--- src/rtl/cla_pkg.sv ---
// Shared types and constants for the command line argument splitter.
// No dependencies; used by every module under rtl/.
package cla_pkg;

  // Widths fixed by the word format
  localparam int CHAR_W = 8;
  localparam int REP_W  = 16;
  localparam int KIND_W = 2;

  // Defaults for top level parameters
  localparam int RUN_COUNT_BITS_DEF = 16;
  localparam int QUEUE_DEPTH_DEF    = 2;

  // Result kinds
  localparam logic [KIND_W-1:0] KIND_CHARS    = 2'd0;
  localparam logic [KIND_W-1:0] KIND_ARG_END  = 2'd1;
  localparam logic [KIND_W-1:0] KIND_LINE_END = 2'd2;

  // Byte codes
  localparam logic [CHAR_W-1:0] CH_NUL    = 8'h00;
  localparam logic [CHAR_W-1:0] CH_TAB    = 8'h09;
  localparam logic [CHAR_W-1:0] CH_CR     = 8'h0D;
  localparam logic [CHAR_W-1:0] CH_SPACE  = 8'h20;
  localparam logic [CHAR_W-1:0] CH_QUOTE  = 8'h22;
  localparam logic [CHAR_W-1:0] CH_BSLASH = 8'h5C;

  // Parser modes
  typedef enum logic [4:0] {
    MODE_START       = 5'b00001,
    MODE_PATH_QUOTED = 5'b00010,
    MODE_PATH_PLAIN  = 5'b00100,
    MODE_GAP         = 5'b01000,
    MODE_ARG         = 5'b10000
  } mode_t;

  // One result word
  typedef struct packed {
    logic [CHAR_W-1:0] ch;
    logic [REP_W-1:0]  rep;
    logic [KIND_W-1:0] kind;
    logic              done;
  } res_t;

  // One queue entry: the one or two results caused by an input word
  typedef struct packed {
    logic has2;
    res_t r0;
    res_t r1;
  } entry_t;

  // Queue status seen by the back end
  typedef struct packed {
    logic   vld;
    entry_t data;
  } q_head_t;

endpackage

--- src/rtl/cla_front.sv ---
// Front end: accepts input words, runs the argv parser state and
// produces a queue entry per word that causes results. Uses cla_pkg.
module cla_front #(
  parameter int RUN_COUNT_BITS = cla_pkg::RUN_COUNT_BITS_DEF
) (
  input  logic                      clk,
  input  logic                      rst_n,
  input  logic                      accept,
  input  logic [cla_pkg::CHAR_W-1:0] in_char,
  input  logic                      in_is_end,
  output logic                      push,
  output cla_pkg::entry_t           push_data
);

  // Backslash counter never needs more than the repeat field holds
  localparam int RUN_W = (RUN_COUNT_BITS < cla_pkg::REP_W) ? RUN_COUNT_BITS : cla_pkg::REP_W;

  cla_pkg::mode_t   mode_r, mode_nxt;
  logic [1:0]       ql_r, ql_nxt;
  logic             iqr_r, iqr_nxt;
  logic [RUN_W-1:0] bs_r, bs_nxt;

  logic             end_w, sp_w, is_q, is_bs, do_arg;
  logic [1:0]       cnt;
  cla_pkg::res_t    em [2];
  logic [1:0]       a_ql;
  logic [2:0]       q_inc;
  logic             a_iqr;
  logic [RUN_W-1:0] a_bs;
  logic [RUN_W-1:0] half;

  assign end_w = in_is_end || (in_char == cla_pkg::CH_NUL);
  assign sp_w  = (in_char == cla_pkg::CH_SPACE) ||
                 ((in_char >= cla_pkg::CH_TAB) && (in_char <= cla_pkg::CH_CR));
  assign is_q  = (in_char == cla_pkg::CH_QUOTE);
  assign is_bs = (in_char == cla_pkg::CH_BSLASH);

  // Parse one byte: next state and up to two results
  always_comb begin
    mode_nxt = mode_r;
    ql_nxt   = ql_r;
    iqr_nxt  = iqr_r;
    bs_nxt   = bs_r;
    cnt      = 2'd0;
    em[0]    = '0;
    em[1]    = '0;
    do_arg   = 1'b0;
    a_ql     = ql_r;
    a_iqr    = iqr_r;
    a_bs     = bs_r;
    half     = '0;
    q_inc    = '0;

    case (mode_r)
      cla_pkg::MODE_START: begin
        if (end_w) begin
          em[cnt[0]] = '{ch: '0, rep: '0, kind: cla_pkg::KIND_ARG_END, done: 1'b1};
          cnt = cnt + 2'd1;
          ql_nxt = '0; iqr_nxt = 1'b0; bs_nxt = '0;
        end else if (is_q) begin
          mode_nxt = cla_pkg::MODE_PATH_QUOTED;
        end else if (sp_w) begin
          em[cnt[0]] = '{ch: '0, rep: '0, kind: cla_pkg::KIND_ARG_END, done: 1'b0};
          cnt = cnt + 2'd1;
          mode_nxt = cla_pkg::MODE_GAP;
        end else begin
          em[cnt[0]] = '{ch: in_char, rep: 16'd1, kind: cla_pkg::KIND_CHARS, done: 1'b0};
          cnt = cnt + 2'd1;
          mode_nxt = cla_pkg::MODE_PATH_PLAIN;
        end
      end
      cla_pkg::MODE_PATH_QUOTED, cla_pkg::MODE_PATH_PLAIN: begin
        if (end_w) begin
          em[cnt[0]] = '{ch: '0, rep: '0, kind: cla_pkg::KIND_ARG_END, done: 1'b1};
          cnt = cnt + 2'd1;
          mode_nxt = cla_pkg::MODE_START;
          ql_nxt = '0; iqr_nxt = 1'b0; bs_nxt = '0;
        end else if ((mode_r == cla_pkg::MODE_PATH_QUOTED) ? is_q : sp_w) begin
          em[cnt[0]] = '{ch: '0, rep: '0, kind: cla_pkg::KIND_ARG_END, done: 1'b0};
          cnt = cnt + 2'd1;
          mode_nxt = cla_pkg::MODE_GAP;
        end else begin
          em[cnt[0]] = '{ch: in_char, rep: 16'd1, kind: cla_pkg::KIND_CHARS, done: 1'b0};
          cnt = cnt + 2'd1;
        end
      end
      cla_pkg::MODE_GAP: begin
        if (end_w) begin
          em[cnt[0]] = '{ch: '0, rep: '0, kind: cla_pkg::KIND_LINE_END, done: 1'b1};
          cnt = cnt + 2'd1;
          mode_nxt = cla_pkg::MODE_START;
          ql_nxt = '0; iqr_nxt = 1'b0; bs_nxt = '0;
        end else if (!sp_w) begin
          // open a fresh argument
          do_arg   = 1'b1;
          mode_nxt = cla_pkg::MODE_ARG;
          a_ql     = '0;
          a_iqr    = 1'b0;
          a_bs     = '0;
        end
      end
      cla_pkg::MODE_ARG: begin
        do_arg = 1'b1;
      end
      default: begin
        mode_nxt = cla_pkg::MODE_START;
        ql_nxt = '0; iqr_nxt = 1'b0; bs_nxt = '0;
      end
    endcase

    // Argument byte with backslash and quote rules
    if (do_arg) begin
      if (a_iqr && (end_w || !is_q)) begin
        a_iqr = 1'b0;
        if (a_ql == 2'd2) a_ql = 2'd0;
      end
      if (end_w) begin
        if (a_bs != '0) begin
          em[cnt[0]] = '{ch: cla_pkg::CH_BSLASH, rep: 16'(a_bs),
                         kind: cla_pkg::KIND_CHARS, done: 1'b0};
          cnt = cnt + 2'd1;
        end
        em[cnt[0]] = '{ch: '0, rep: '0, kind: cla_pkg::KIND_ARG_END, done: 1'b1};
        cnt = cnt + 2'd1;
        mode_nxt = cla_pkg::MODE_START;
        a_ql = '0; a_iqr = 1'b0; a_bs = '0;
      end else if (sp_w && (a_ql == 2'd0)) begin
        if (a_bs != '0) begin
          em[cnt[0]] = '{ch: cla_pkg::CH_BSLASH, rep: 16'(a_bs),
                         kind: cla_pkg::KIND_CHARS, done: 1'b0};
          cnt = cnt + 2'd1;
        end
        em[cnt[0]] = '{ch: '0, rep: '0, kind: cla_pkg::KIND_ARG_END, done: 1'b0};
        cnt = cnt + 2'd1;
        mode_nxt = cla_pkg::MODE_GAP;
        a_ql = '0; a_iqr = 1'b0; a_bs = '0;
      end else if (is_bs) begin
        // saturate at the counter's all-ones value
        if (a_bs != '1) a_bs = a_bs + RUN_W'(1);
      end else if (is_q) begin
        if (a_iqr) begin
          q_inc = {1'b0, a_ql} + 3'd1;
          if (q_inc >= 3'd3) begin
            em[cnt[0]] = '{ch: cla_pkg::CH_QUOTE, rep: 16'd1,
                           kind: cla_pkg::KIND_CHARS, done: 1'b0};
            cnt = cnt + 2'd1;
            a_ql = 2'd0;
          end else begin
            a_ql = q_inc[1:0];
          end
        end else begin
          half = a_bs >> 1;
          if (half != '0) begin
            em[cnt[0]] = '{ch: cla_pkg::CH_BSLASH, rep: 16'(half),
                           kind: cla_pkg::KIND_CHARS, done: 1'b0};
            cnt = cnt + 2'd1;
          end
          if (!a_bs[0]) begin
            a_ql = a_ql + 2'd1;
          end else begin
            em[cnt[0]] = '{ch: cla_pkg::CH_QUOTE, rep: 16'd1,
                           kind: cla_pkg::KIND_CHARS, done: 1'b0};
            cnt = cnt + 2'd1;
          end
          a_bs  = '0;
          a_iqr = 1'b1;
        end
      end else begin
        if (a_bs != '0) begin
          em[cnt[0]] = '{ch: cla_pkg::CH_BSLASH, rep: 16'(a_bs),
                         kind: cla_pkg::KIND_CHARS, done: 1'b0};
          cnt = cnt + 2'd1;
        end
        a_bs = '0;
        em[cnt[0]] = '{ch: in_char, rep: 16'd1, kind: cla_pkg::KIND_CHARS, done: 1'b0};
        cnt = cnt + 2'd1;
      end
      ql_nxt  = a_ql;
      iqr_nxt = a_iqr;
      bs_nxt  = a_bs;
    end
  end

  // Hand finished results to the queue
  assign push           = accept && (cnt != 2'd0);
  assign push_data.has2 = cnt[1];
  assign push_data.r0   = em[0];
  assign push_data.r1   = em[1];

  // Advance parser state on each accepted word
  always_ff @(posedge clk) begin
    if (!rst_n) begin
      mode_r <= cla_pkg::MODE_START;
      ql_r   <= '0;
      iqr_r  <= 1'b0;
      bs_r   <= '0;
    end else if (accept) begin
      mode_r <= mode_nxt;
      ql_r   <= ql_nxt;
      iqr_r  <= iqr_nxt;
      bs_r   <= bs_nxt;
    end
  end

endmodule

--- src/rtl/cla_queue.sv ---
// Short register queue of result entries between front and back end.
// Uses cla_pkg entry types; DEPTH must be a power of two, at least 2.
module cla_queue #(
  parameter int DEPTH = cla_pkg::QUEUE_DEPTH_DEF
) (
  input  logic             clk,
  input  logic             rst_n,
  input  logic             push,
  input  cla_pkg::entry_t  push_data,
  input  logic             pop,
  output logic             full,
  output cla_pkg::q_head_t head
);

  localparam int PTR_W = $clog2(DEPTH);
  localparam int CNT_W = $clog2(DEPTH + 1);

  cla_pkg::entry_t  mem_r [DEPTH];
  logic [PTR_W-1:0] wr_ptr_r, rd_ptr_r;
  logic [CNT_W-1:0] cnt_r, cnt_nxt;

  assign full      = (cnt_r == CNT_W'(DEPTH));
  assign head.vld  = (cnt_r != '0);
  assign head.data = mem_r[rd_ptr_r];

  // Track fill level
  always_comb begin
    cnt_nxt = cnt_r;
    case ({push, pop})
      2'b10:   cnt_nxt = cnt_r + CNT_W'(1);
      2'b01:   cnt_nxt = cnt_r - CNT_W'(1);
      default: cnt_nxt = cnt_r;
    endcase
  end

  // Advance pointers
  always_ff @(posedge clk) begin
    if (!rst_n) begin
      wr_ptr_r <= '0;
      rd_ptr_r <= '0;
      cnt_r    <= '0;
    end else begin
      if (push) wr_ptr_r <= wr_ptr_r + PTR_W'(1);
      if (pop)  rd_ptr_r <= rd_ptr_r + PTR_W'(1);
      cnt_r <= cnt_nxt;
    end
  end

  // Store entries
  always_ff @(posedge clk) begin
    if (push) mem_r[wr_ptr_r] <= push_data;
  end

endmodule

--- src/rtl/cla_back.sv ---
// Back end: unpacks queue entries into single result words through
// an output register. Uses cla_pkg entry types.
module cla_back (
  input  logic                       clk,
  input  logic                       rst_n,
  input  cla_pkg::q_head_t           head,
  output logic                       pop,
  output logic                       out_valid,
  input  logic                       out_stall,
  output logic [cla_pkg::CHAR_W-1:0] out_char,
  output logic [cla_pkg::REP_W-1:0]  out_repeat_res,
  output logic [cla_pkg::KIND_W-1:0] out_kind,
  output logic                       out_line_done,
  output logic                       out_run_last
);

  logic          vld_r, vld_nxt;
  logic          sel_r, sel_nxt;
  logic          load, take, last;
  cla_pkg::res_t cur;
  cla_pkg::res_t res_r;
  logic          last_r;

  // Pick the next result of the head entry
  assign load = !vld_r || !out_stall;
  assign take = load && head.vld;
  assign cur  = sel_r ? head.data.r1 : head.data.r0;
  assign last = sel_r || !head.data.has2;
  assign pop  = take && last;

  always_comb begin
    vld_nxt = vld_r;
    sel_nxt = sel_r;
    if (load) vld_nxt = head.vld;
    if (take) sel_nxt = !last;
  end

  // Hold control
  always_ff @(posedge clk) begin
    if (!rst_n) begin
      vld_r <= 1'b0;
      sel_r <= 1'b0;
    end else begin
      vld_r <= vld_nxt;
      sel_r <= sel_nxt;
    end
  end

  // Hold payload while stalled
  always_ff @(posedge clk) begin
    if (take) begin
      res_r  <= cur;
      last_r <= last;
    end
  end

  assign out_valid      = vld_r;
  assign out_char       = res_r.ch;
  assign out_repeat_res = res_r.rep;
  assign out_kind       = res_r.kind;
  assign out_line_done  = res_r.done;
  assign out_run_last   = last_r;

endmodule

--- src/rtl/command_line_arg_splitter.sv ---
// Top level of the command line argument splitter (argv tokenizer).
// Depends on cla_pkg, cla_front, cla_queue and cla_back.
//
//   Channel  Direction  Handshake             Word
//   in_      input      in_valid / in_stall   in_char, in_is_end
//   out_     output     out_valid / out_stall out_char, out_repeat_res, out_kind,
//                                             out_line_done, out_run_last
//
// One input word is taken per cycle while the result queue has room; the
// output register sends one result word per cycle while out_stall is low,
// so a word causing two results is sent as two result words in turn. An
// accepted word is written into the queue, then into the output register.
// Reset (rst_n low, synchronous) returns the parser to start of line and
// empties the queue. Output stalls back up through the QUEUE_DEPTH-entry
// queue before in_stall rises; words that cause no result still need room.
module command_line_arg_splitter #(
  parameter int RUN_COUNT_BITS = cla_pkg::RUN_COUNT_BITS_DEF,
  parameter int QUEUE_DEPTH    = cla_pkg::QUEUE_DEPTH_DEF
) (
  input  logic                       clk,
  input  logic                       rst_n,
  input  logic                       in_valid,
  output logic                       in_stall,
  input  logic [cla_pkg::CHAR_W-1:0] in_char,
  input  logic                       in_is_end,
  output logic                       out_valid,
  input  logic                       out_stall,
  output logic [cla_pkg::CHAR_W-1:0] out_char,
  output logic [cla_pkg::REP_W-1:0]  out_repeat_res,
  output logic [cla_pkg::KIND_W-1:0] out_kind,
  output logic                       out_line_done,
  output logic                       out_run_last
);

  logic             accept, push, pop, full;
  cla_pkg::entry_t  push_data;
  cla_pkg::q_head_t head;

  assign in_stall = full;
  assign accept   = in_valid && !full;

  // Parse and classify
  cla_front #(.RUN_COUNT_BITS(RUN_COUNT_BITS)) u_front (
    .clk       (clk),
    .rst_n     (rst_n),
    .accept    (accept),
    .in_char   (in_char),
    .in_is_end (in_is_end),
    .push      (push),
    .push_data (push_data)
  );

  // Decouple the two sides
  cla_queue #(.DEPTH(QUEUE_DEPTH)) u_queue (
    .clk       (clk),
    .rst_n     (rst_n),
    .push      (push),
    .push_data (push_data),
    .pop       (pop),
    .full      (full),
    .head      (head)
  );

  // Deliver result words
  cla_back u_back (
    .clk            (clk),
    .rst_n          (rst_n),
    .head           (head),
    .pop            (pop),
    .out_valid      (out_valid),
    .out_stall      (out_stall),
    .out_char       (out_char),
    .out_repeat_res (out_repeat_res),
    .out_kind       (out_kind),
    .out_line_done  (out_line_done),
    .out_run_last   (out_run_last)
  );

endmodule

--- config.mk ---
export PLATFORM = sky130hd
export DESIGN_NAME = command_line_arg_splitter
export DESIGN_NICKNAME = d
export VERILOG_FILES = /design/src/rtl/cla_pkg.sv /design/src/rtl/cla_front.sv /design/src/rtl/cla_queue.sv /design/src/rtl/cla_back.sv /design/src/rtl/command_line_arg_splitter.sv
export SDC_FILE = /design/constraint.sdc
export NUM_CORES = 1
export LEC_CHECK = 0
export BUFFER_PORTS_ARGS = -buffer_cell sky130_fd_sc_hd__buf_2
export CORE_MARGIN = 5
export CORE_UTILIZATION = 50
export CTS_BUF_LIST = sky130_fd_sc_hd__clkbuf_4
export DETAILED_ROUTE_END_ITERATION = 7
export PLACE_DENSITY = 0.74
export REMOVE_ABC_BUFFERS = 1
export SYNTH_ARGS = -nofsm -noshare
export SYNTH_HDL_FRONTEND = slang
export SYNTH_SLANG_ARGS = --single-unit
--- constraint.sdc ---
create_clock -name clk -period 8.95 [get_ports clk]
set_input_delay 1.79 -clock clk [delete_from_list [all_inputs] [get_ports clk]]
set_output_delay 1.79 -clock clk [all_outputs]
set_load 0.02 [all_outputs]
==> metrics, run 1 <==
Commonest cells post-synth=edfxtp_1 (136), nand2_1 (38), nor2_1 (35), a21oi_1 (31), dfxtp_1 (31); Yosys cell types=82; Setup-failing EPs final=0; Placer Congestion=0.9707; Layout area overhead=9.431%; Row Count=47; Congestion Overflow GR=0; Synth area leader=edfxtp_1; # IOs=43; gr usage total=0.2085; sequential area share after synthesis=0.5692; final hold slack=0.5276 ns; IO buf count=42; Post-Place Cells=919; Final Cycle Share=0.7141; die width=138.6 um; Critical Path Source=in_char[0]; MaxCap Viol Count=0; total CTS buffers=17; crit path max fanout=54; vias in the first global route=5,676; Placed Instance Area=8781 um^2; crit path DAT=6.59 ns; clk buf depth=2; nets=742; first-pass GRT wire length=31.18 mm; Routed Antenna Nets=0; CTS tree=yes; WP data required=9.15 ns; core area=16,410 um^2; Mapped Area=8265 um^2; largest net degree at the start of global routing=55; status=complete, no violations; Critical R2R Launch=u_front.mode_r[3]; Worst slew margin=0.2685; cts repair resizes=0; pwr dens=237.2 nW/um^2; Setup Buffers After CTS=0; routed vias/inst=6.175; syn_area_per_cell=12.54 um^2; Num Clock Sinks=167; CTS Hold Bufs=0; Layout Skew=0.03736 ns; Hold Vio Cnt, Final=0; Vias=5,897; Post-synth EDFFs=136; CP Class=primary input to flop; H-tree depth=4; Primary FF master, synth=edfxtp_1; CTS root buffer=clkbuf_4; post-layout min period=6.391 ns; slowest stage delay, CP=0.75 ns; R2R Setup Slk=3.72 ns; DR iter-0 viols=565; WL/cell=20.76 um; Critical Path, Cell by Cell=buf_2 > nor2_1 > nor3_2 > o21ai_1 > nand2_1 > and2_1 > inv_1 > ha_1 > inv_1 > a21oi_1 > a32oi_1 > o21ai_1 > nor4_2 > o21ai_2 > a211oi_4 > buf_4; synth top area cells=edfxtp_1 (49%), dfxtp_1 (7.5%), mux4_2 (7.1%), a21oi_1 (1.9%), nand3_1 (1.8%); post-synth top area share=0.4941; Final Routed Wirelength=19.83 mm; fraction of registers with async set/reset=0; Reg clk slew, reported paths=0.16 ns; Crit-path slowest cell=nor3_2; leakage=3.021 nW; Hold Crit Start=u_back.out_valid; Final Slew Violations=0; RSZ-0062 raised after global routing=false; Final HPWL DP=13.91 mm; layout cell share with drive strength beyond 1=0.1970; Peak VDD IR=0.0001560 V; Hold Path Class=flop to flop; post-route cell area=9045 um^2; chip height=138.6 um; initial antenna violation count=1; Ys Warns=0; FMAX=156.5 MHz; cell count after synthesis=659; Worst setup SP type=primary input; die area=19,200 um^2; First-pass DRT Iterations=5; DR DRC count=0; Initial Utilization=0.5038; worst-margin pin slew=1.089 ns; Clock Latency Late Sink=0.59 ns; dominant cell by count in the synthesized netlist=edfxtp_1; Yosys reg bits=167; CP Capture Type=flop; Finished Layout Cells=955
-- cells in the final DEF (no fill, tap or decap), types with 11 or more instances in the layout --
cell type,n
o21ai_0,26
nand4_1,15
a21oi_1,30
nand2_1,38
inv_1,25
nor2_1,35
ha_1,11
mux4_2,26
buf_2,42
nor3_1,14
dfxtp_1,29
nand3_1,30
edfxtp_1,136
nor4_1,12
clkbuf_4,18
conb_1,30
-- kinds of logic (layout without fill, tap and decap cells) --
| logic type | Yosys count | in the layout | share of synthesized area |
|---|---|---|---|
| muxes | 31 | 31 | 0.07690 |
| DFF | 167 | 167 | 0.5692 |
| other | 1 | 34 | 0.0004537 |
| and+or+nand+nor | 208 | 208 | 0.1414 |
| buffers and inverters | 66 | 109 | 0.03421 |
| AOI/OAI and AO/OA | 170 | 170 | 0.1559 |
| adders and majority gates | 11 | 11 | 0.01665 |
| xor gates and xnor gates | 5 | 5 | 0.005298 |
-- layout make-up --
class	count	area [um^2]
inverter	26	97.59
clock inverter	14	118.9
tap	220	275.3
sequential	167	4707
antenna	4	10.01
timing repair buffer	51	277.8
multi-input combinational	455	3423
clock buffer	18	135.1
fill	1374	7362
-- worst max-delay path, delay by kind of cell --
kind | cells | cell delay [ns]
buf+inv | 4 | 1.05
simple gates | 5 | 2.13
compound gates | 6 | 1.28
fa+ha+maj | 1 | 0.24
-- flip-flops by register name, indices dropped and copies added (netlist names), 2 cells and up, named ones only --
register / count
u_queue.mem_r: 108
u_queue.cnt_r: 2
u_front.mode_r: 5
u_back.out_char: 8
u_back.out_kind: 2
u_front.bs_r: 16
u_back.out_repeat_res: 16
u_front.ql_r: 2
-- final timing paths --
check,end,depth (start not counted)
setup / recovery,u_queue.mem_r[0][44],16
hold / removal,u_back.out_valid,2
setup reg to reg,u_queue.mem_r[0][44],14
hold reg to reg,u_back.out_valid,2
-- through the flow --
stage | util | setup TNS, ns | power [mW] | setup WS, ns
2_1_floorplan | - | -11.90 | 1.570 | -0.1102
3_3_place_gp | 0.5352 | 0 | 1.753 | 2.210
3_5_place_dp | 0.5352 | 0 | 1.773 | 2.063
4_1_cts | 0.5507 | 0 | 2.172 | 2.683
5_1_grt | 0.5513 | 0 | 2.268 | 2.234
6_report | 0.5513 | 0 | 2.146 | 2.559
-- where the power goes --
group	switching, mW	total (mW)	leakage, nW	internal, mW
clock network	0.286	0.407	0.144	0.121
registers	0.0624	1.13	1.53	1.06
logic	0.376	0.612	1.34	0.236
-- routing by layer --
layer  wire (um)  GRT usage
met1        8611     0.2883
met2        9243     0.3204
met3        1401    0.04724
met4         571    0.08788
met5           0          0
(Power assumes the default switching activity.)
==> run 2, diff against run 1 <==
clock period = 5.3 ns   (was 8.95 ns; I/O delays follow)
==> metrics, run 2 (synthesis results as in run 1) <==
Setup-failing EPs final=0 (unchanged); Final Cycle Share=0.8452; DR iter-0 viols=707 (+25%); pwr dens=409.1 nW/um^2 (+72%); post-route cell area=9220 um^2 (+1.9%); setup_tns=0 ns (unchanged); # IOs=43 (unchanged); Switch Pwr=1.212 mW (+67%); Worst slew margin=0.4205 (+0.1520); Layout area overhead=11.55%; leakage=3.108 nW (+2.9%); Initial Utilization=0.5038 (unchanged); Switching Share=0.3213 (-0.01600); Vias=6,040 (+2.4%); Final HPWL DP=13.90 mm (about the same); Hold Path Stages=2 (unchanged); vias in the first global route=5,876 (+3.5%); Worst setup SP type=flop; gr usage total=0.2087 (about the same); Row Count=47 (unchanged); Final Slew Violations=0 (unchanged); core area=16,410 um^2 (unchanged); Comb power frac=0.290 (+0.005); die area=19,200 um^2 (unchanged); Setup Buffers After CTS=0 (unchanged); cts repair resizes=0 (unchanged); CP Capture Type=flop; first-pass GRT wire length=31.60 mm (+1.4%); worst-margin pin slew=0.8473 ns (-0.2415 ns); clk buf depth=2 (unchanged); Cell Int Power=2.560 mW (+80%); CTS Hold Bufs=0 (unchanged); IO buf count=42 (unchanged); die width=138.6 um (unchanged); clock share of power=0.213 (+0.023); MaxCap Viol Count=0 (unchanged); status=complete, no violations; crit path max fanout=8 (-85%); layout cell share with drive strength beyond 1=0.2083 (+0.01134); crit path DAT=4.98 ns (-1.61 ns); nets=755 (+1.8%); R2R Setup Slk=0.82 ns (-2.90 ns); Routed Antenna Nets=0 (unchanged); Peak VDD IR=0.0002518 V (+61%); reg2reg path depth=14 (unchanged); total CTS buffers=17 (unchanged); FILL cells=1,350 (-1.7%); H-tree depth=4 (unchanged); largest net degree at the start of global routing=55 (unchanged); initial antenna violation count=1 (unchanged); Layout Skew=0.03149 ns (-0.005874 ns); CTS tree=yes; commonest non-fill, non-tap cell in the layout=edfxtp_1; Finished Core Util=0.5620 (+0.01068); Hold Path Class=flop to flop; Num Clock Sinks=167 (unchanged); WL/cell=20.77 um (about the same); RSZ-0062 raised after global routing=false; First-pass DRT Iterations=7 (+2); Placed Instance Area=8902 um^2 (+1.4%); CP Class=flop to flop; post-layout min period=4.480 ns; WP data required=5.80 ns (-3.35 ns); Clock Latency Late Sink=0.57 ns (-0.02 ns); Biggest register=u_queue.mem_r; DR DRC count=0 (unchanged); Final Routed Wirelength=20.04 mm (+1.1%); share of total power in sequential cells=0.497 (-0.028); FMAX=223.2 MHz; routed vias/inst=6.259 (+1.4%); Reg clk slew, reported paths=0.16 ns (about the same); most frequent cells in the layout=edfxtp_1 (136), buf_2 (42), nand2_1 (38); Congestion Overflow GR=0 (unchanged); CTS root buffer=clkbuf_4; max reg flops=108 (unchanged); chip height=138.6 um (unchanged); Hold Vio Cnt, Final=0 (unchanged); Placer Congestion=1.039 (+7.0%)
-- run 2: final timing paths --
path | end | start
hold reg to reg | u_front.ql_r[1] | u_front.ql_r[1]
setup / recovery | u_queue.cnt_r[1] | u_front.mode_r[3]
setup reg to reg | u_queue.cnt_r[1] | u_front.mode_r[3]
hold / removal | u_front.ql_r[1] | u_front.ql_r[1]
-- run 2: worst max-delay path, cell delays in order (launching register included) --
cell,delay [ns]
dfxtp_1,0.49
or4b_4,0.55
or2_0,0.47
o221a_2,0.46
inv_2,0.08
ha_1,0.26
ha_1,0.30
nand2b_1,0.14
mux2i_1,0.33
nor4_2,0.11
o21ai_2,0.31
a21o_1,0.16
ha_1,0.25
or3_1,0.34
a21boi_0,0.16
-- run 2: per-layer routing --
metal / vias up / share of wire / global-route usage / wire length, um
li1: 2730 / - / - / -
met1: 2966 / 0.41 / 0.2647 / 8216
met2: 297 / 0.49 / 0.3541 / 9834
met3: 47 / 0.073 / 0.04793 / 1458
met4: 0 / 0.026 / 0.07332 / 530
met5: - / 0 / 0 / 0
-- run 2: per-stage QoR --
step                      hold slack [ns]  setup slack (ns)  instances  total power [mW]
after floorplan                    0.4435            -3.030        648             2.652
after global placement             0.5002            0.5216        932             2.980
after detailed placement           0.5013            0.4012        932             3.018
after CTS                          0.5210            0.8520        964             3.810
after global routing               0.5510            0.6663        965             3.959
final                              0.5232            0.8202        965             3.772
-- run 2: cell type report --
type | instances | area [um^2] | share of cell area
antenna | 1 | 2.502 | 0.0002714
tap | 220 | 275.3 | 0.02985
inverter | 26 | 97.59 | 0.01058
clock inverter | 12 | 165.2 | 0.01791
clock buffer | 20 | 150.1 | 0.01628
multi-input combinational | 455 | 3423 | 0.3713
sequential | 167 | 4706 | 0.5104
timing repair buffer | 64 | 400.4 | 0.04343
-- run 2: power groups by stage --
stage	logic, mW	clock network (mW)	registers, mW
6_report	1.09	0.805	1.87
5_1_grt	1.18	0.882	1.90
4_1_cts	1.11	0.818	1.88
3_5_place_dp	1.11	0	1.91
3_3_place_gp	1.09	0	1.89
2_1_floorplan	0.528	0	2.12
==> run 3, diff against run 2 <==
clock period = 3.7 ns   (was 5.3 ns; I/O delays follow)
==> metrics, run 3 (synthesis results as in run 1) <==
CP Capture Type=flop; routed vias/inst=6.032 (-3.6%); FMAX=262.4 MHz (+18%); Setup-failing EPs final=109 (+109); Final HPWL DP=16.25 mm (+17%); vias in the first global route=6,673 (+14%); Final Slew Violations=0 (unchanged); CTS tree=yes; R2R Setup Slk=-0.11 ns (-0.93 ns); Reg clk slew, reported paths=0.16 ns (about the same); CP Class=flop to flop; total power=5.823 mW (+54%); final setup margin=-0.1116 ns (-0.9318 ns); clk buf depth=2 (unchanged); Routed Antenna Nets=0 (unchanged); total CTS buffers=17 (unchanged); crit path max fanout=13 (+5); first-pass GRT wire length=37.02 mm (+17%); crit path DAT=4.12 ns (-0.86 ns); commonest non-fill, non-tap cell in the layout=buf_4; Finished Core Util=0.6504 (+0.08846); Vias=6,671 (+10%); Critical R2R Launch=u_front.mode_r[1]; Layout Skew=0.01809 ns (-0.01340 ns); Hold Vio Cnt, Final=0 (unchanged); layout cell share with drive strength beyond 1=0.3593 (+0.1510); WL/cell=21.81 um (+5.0%); DR iter-0 viols=724 (+2.4%); Biggest register=u_queue.mem_r; H-tree depth=4 (unchanged); Worst setup SP type=flop; leakage=3.900 nW (+25%); chip height=138.6 um (unchanged); MaxCap Viol Count=0 (unchanged); IO buf count=42 (unchanged); pwr dens=545.7 nW/um^2 (+33%); worst hold endpoint=u_back.out_valid; Initial Utilization=0.5038 (unchanged); Placer Congestion=0.9880 (-4.9%); FILL cells=1,231 (-8.8%); Worst slew margin=0.5252 (+0.1047); initial antenna violation count=1 (unchanged); post-layout min period=3.812 ns (-0.6682 ns); Clock Latency Late Sink=0.57 ns (about the same); die width=138.6 um (unchanged); DR DRC count=0 (unchanged); Final Cycle Share=1.030 (+0.1849); Hold Crit Start=out_stall; Crit-path slowest cell=or4b_4; CTS Hold Bufs=0 (unchanged); Num Clock Sinks=167 (unchanged); core area=16,410 um^2 (unchanged); die area=19,200 um^2 (unchanged); slowest stage delay, CP=0.56 ns (about the same); most frequent cells in the layout=buf_4 (141), edfxtp_1 (136), buf_2 (42); Peak VDD IR=0.0004554 V (+81%); nets=896 (+19%); First-pass DRT Iterations=8 (+1); CTS root buffer=clkbuf_4; Row Count=47 (unchanged); Congestion Overflow GR=0 (unchanged); Final Routed Wirelength=24.12 mm (+20%); max reg flops=108 (unchanged); largest net degree at the start of global routing=39 (-29%); # IOs=43 (unchanged); r2r endpoint=u_queue.mem_r[0][49]; Critical Path, Cell by Cell=or4b_4 > or3_4 > o22ai_4 > inv_2 > ha_4 > ha_4 > nand2b_4 > mux2i_4 > o41ai_4 > o21ai_2 > buf_6 > a211oi_4 > buf_6 > buf_12 > buf_16; gr usage total=0.2451 (+0.03644); worst-margin pin slew=0.7122 ns (-0.1351 ns); violated checks=negative setup slack; Layout area overhead=29.11%; Hold Path Class=primary input to flop; status=complete, but fails checks; RSZ-0062 raised after global routing=true; reg2reg path depth=15 (+1); WP data required=4.01 ns (-1.79 ns); Hold Path Stages=3 (+1)
[run 3: cell types whose count changed in the layout (fill, tap and decap cells not counted), moves of 4 or more]
| cell | delta |
|---|---|
| inv_8 | +4 |
| clkbuf_16 | +4 |
| buf_6 | +8 |
| buf_4 | +121 |
| buf_16 | +5 |
[run 3: report_power, final]
group / leakage [nW] / switching, mW / internal [mW]
Combinational: 2.20 / 1.10 / 0.920
Sequential: 1.54 / 0.128 / 2.57
Clock: 0.160 / 0.775 / 0.324
[run 3: through the flow]
stage	worst slack, ns	instances	cell area, um^2	TNS (ns)	hold slack [ns]
detailed placement	-0.5047	1050	9788	-68.75	0.5251
finish	-0.1116	1106	10670	-9.175	0.4536
global placement	-0.4900	1050	9788	-62.96	0.4969
CTS	-0.09915	1098	10460	-2.576	0.4259
global route	-0.1962	1106	10670	-17.89	0.4312
floorplan	-4.310	648	8189	-478.28	0.4435
[run 3: worst max path at each step]
stage | endpoint | depth (start not counted) | slack (ns) | start
floorplan | u_queue.mem_r[0][0] | 14 | -4.31 | in_char[5]
global placement | u_queue.cnt_r[1] | 15 | -0.49 | in_char[0]
detailed placement | u_queue.cnt_r[1] | 15 | -0.50 | in_char[0]
CTS | u_queue.mem_r[0][45] | 17 | -0.1 | u_front.mode_r[0]
global route | u_queue.cnt_r[1] | 15 | -0.20 | u_front.mode_r[1]
finish | u_queue.mem_r[0][49] | 15 | -0.11 | u_front.mode_r[1]
[run 3: layout make-up]
| cell class | instances | area [um^2] | area share |
|---|---|---|---|
| diodes | 1 | 2.502 | 0.0002345 |
| clock buffers | 17 | 127.6 | 0.01196 |
| clock inverters | 15 | 175.2 | 0.01641 |
| inverters | 26 | 100.1 | 0.009380 |
| multi-input cells | 455 | 3586 | 0.3360 |
| flip-flops and latches | 167 | 4708 | 0.4412 |
| well taps | 220 | 275.3 | 0.02579 |
| repair buffers | 205 | 1697 | 0.1590 |
[run 3: critical path: cells and delay by family (launching register included)]
family / cells / cell delay [ns]
AO/OA/AOI/OAI: 4 / 0.87
adder cells (fa/ha/maj): 2 / 0.49
buffers and inverters: 5 / 0.64
flip-flops: 1 / 0.35
multiplexers: 1 / 0.09
AND/OR/NAND/NOR: 3 / 1.11
[run 3: routing by layer]
layer,part of all wire,GRT usage,up-vias
li1,-,-,3019
met1,0.42,0.3400,3290
met2,0.49,0.3954,315
met3,0.063,0.04172,47
met4,0.026,0.08320,0
met5,0,0,-
[run 3: what timing repair did]
| item | 4_1_cts | 5_1_grt |
|---|---|---|
| cloned | 6 | 6 |
| resized for setup | 24 | 21 |
| endpoints found under the setup margin | 173 | 145 |
| pin swaps | 1 | 18 |
| setup buffers | 10 | 2 |
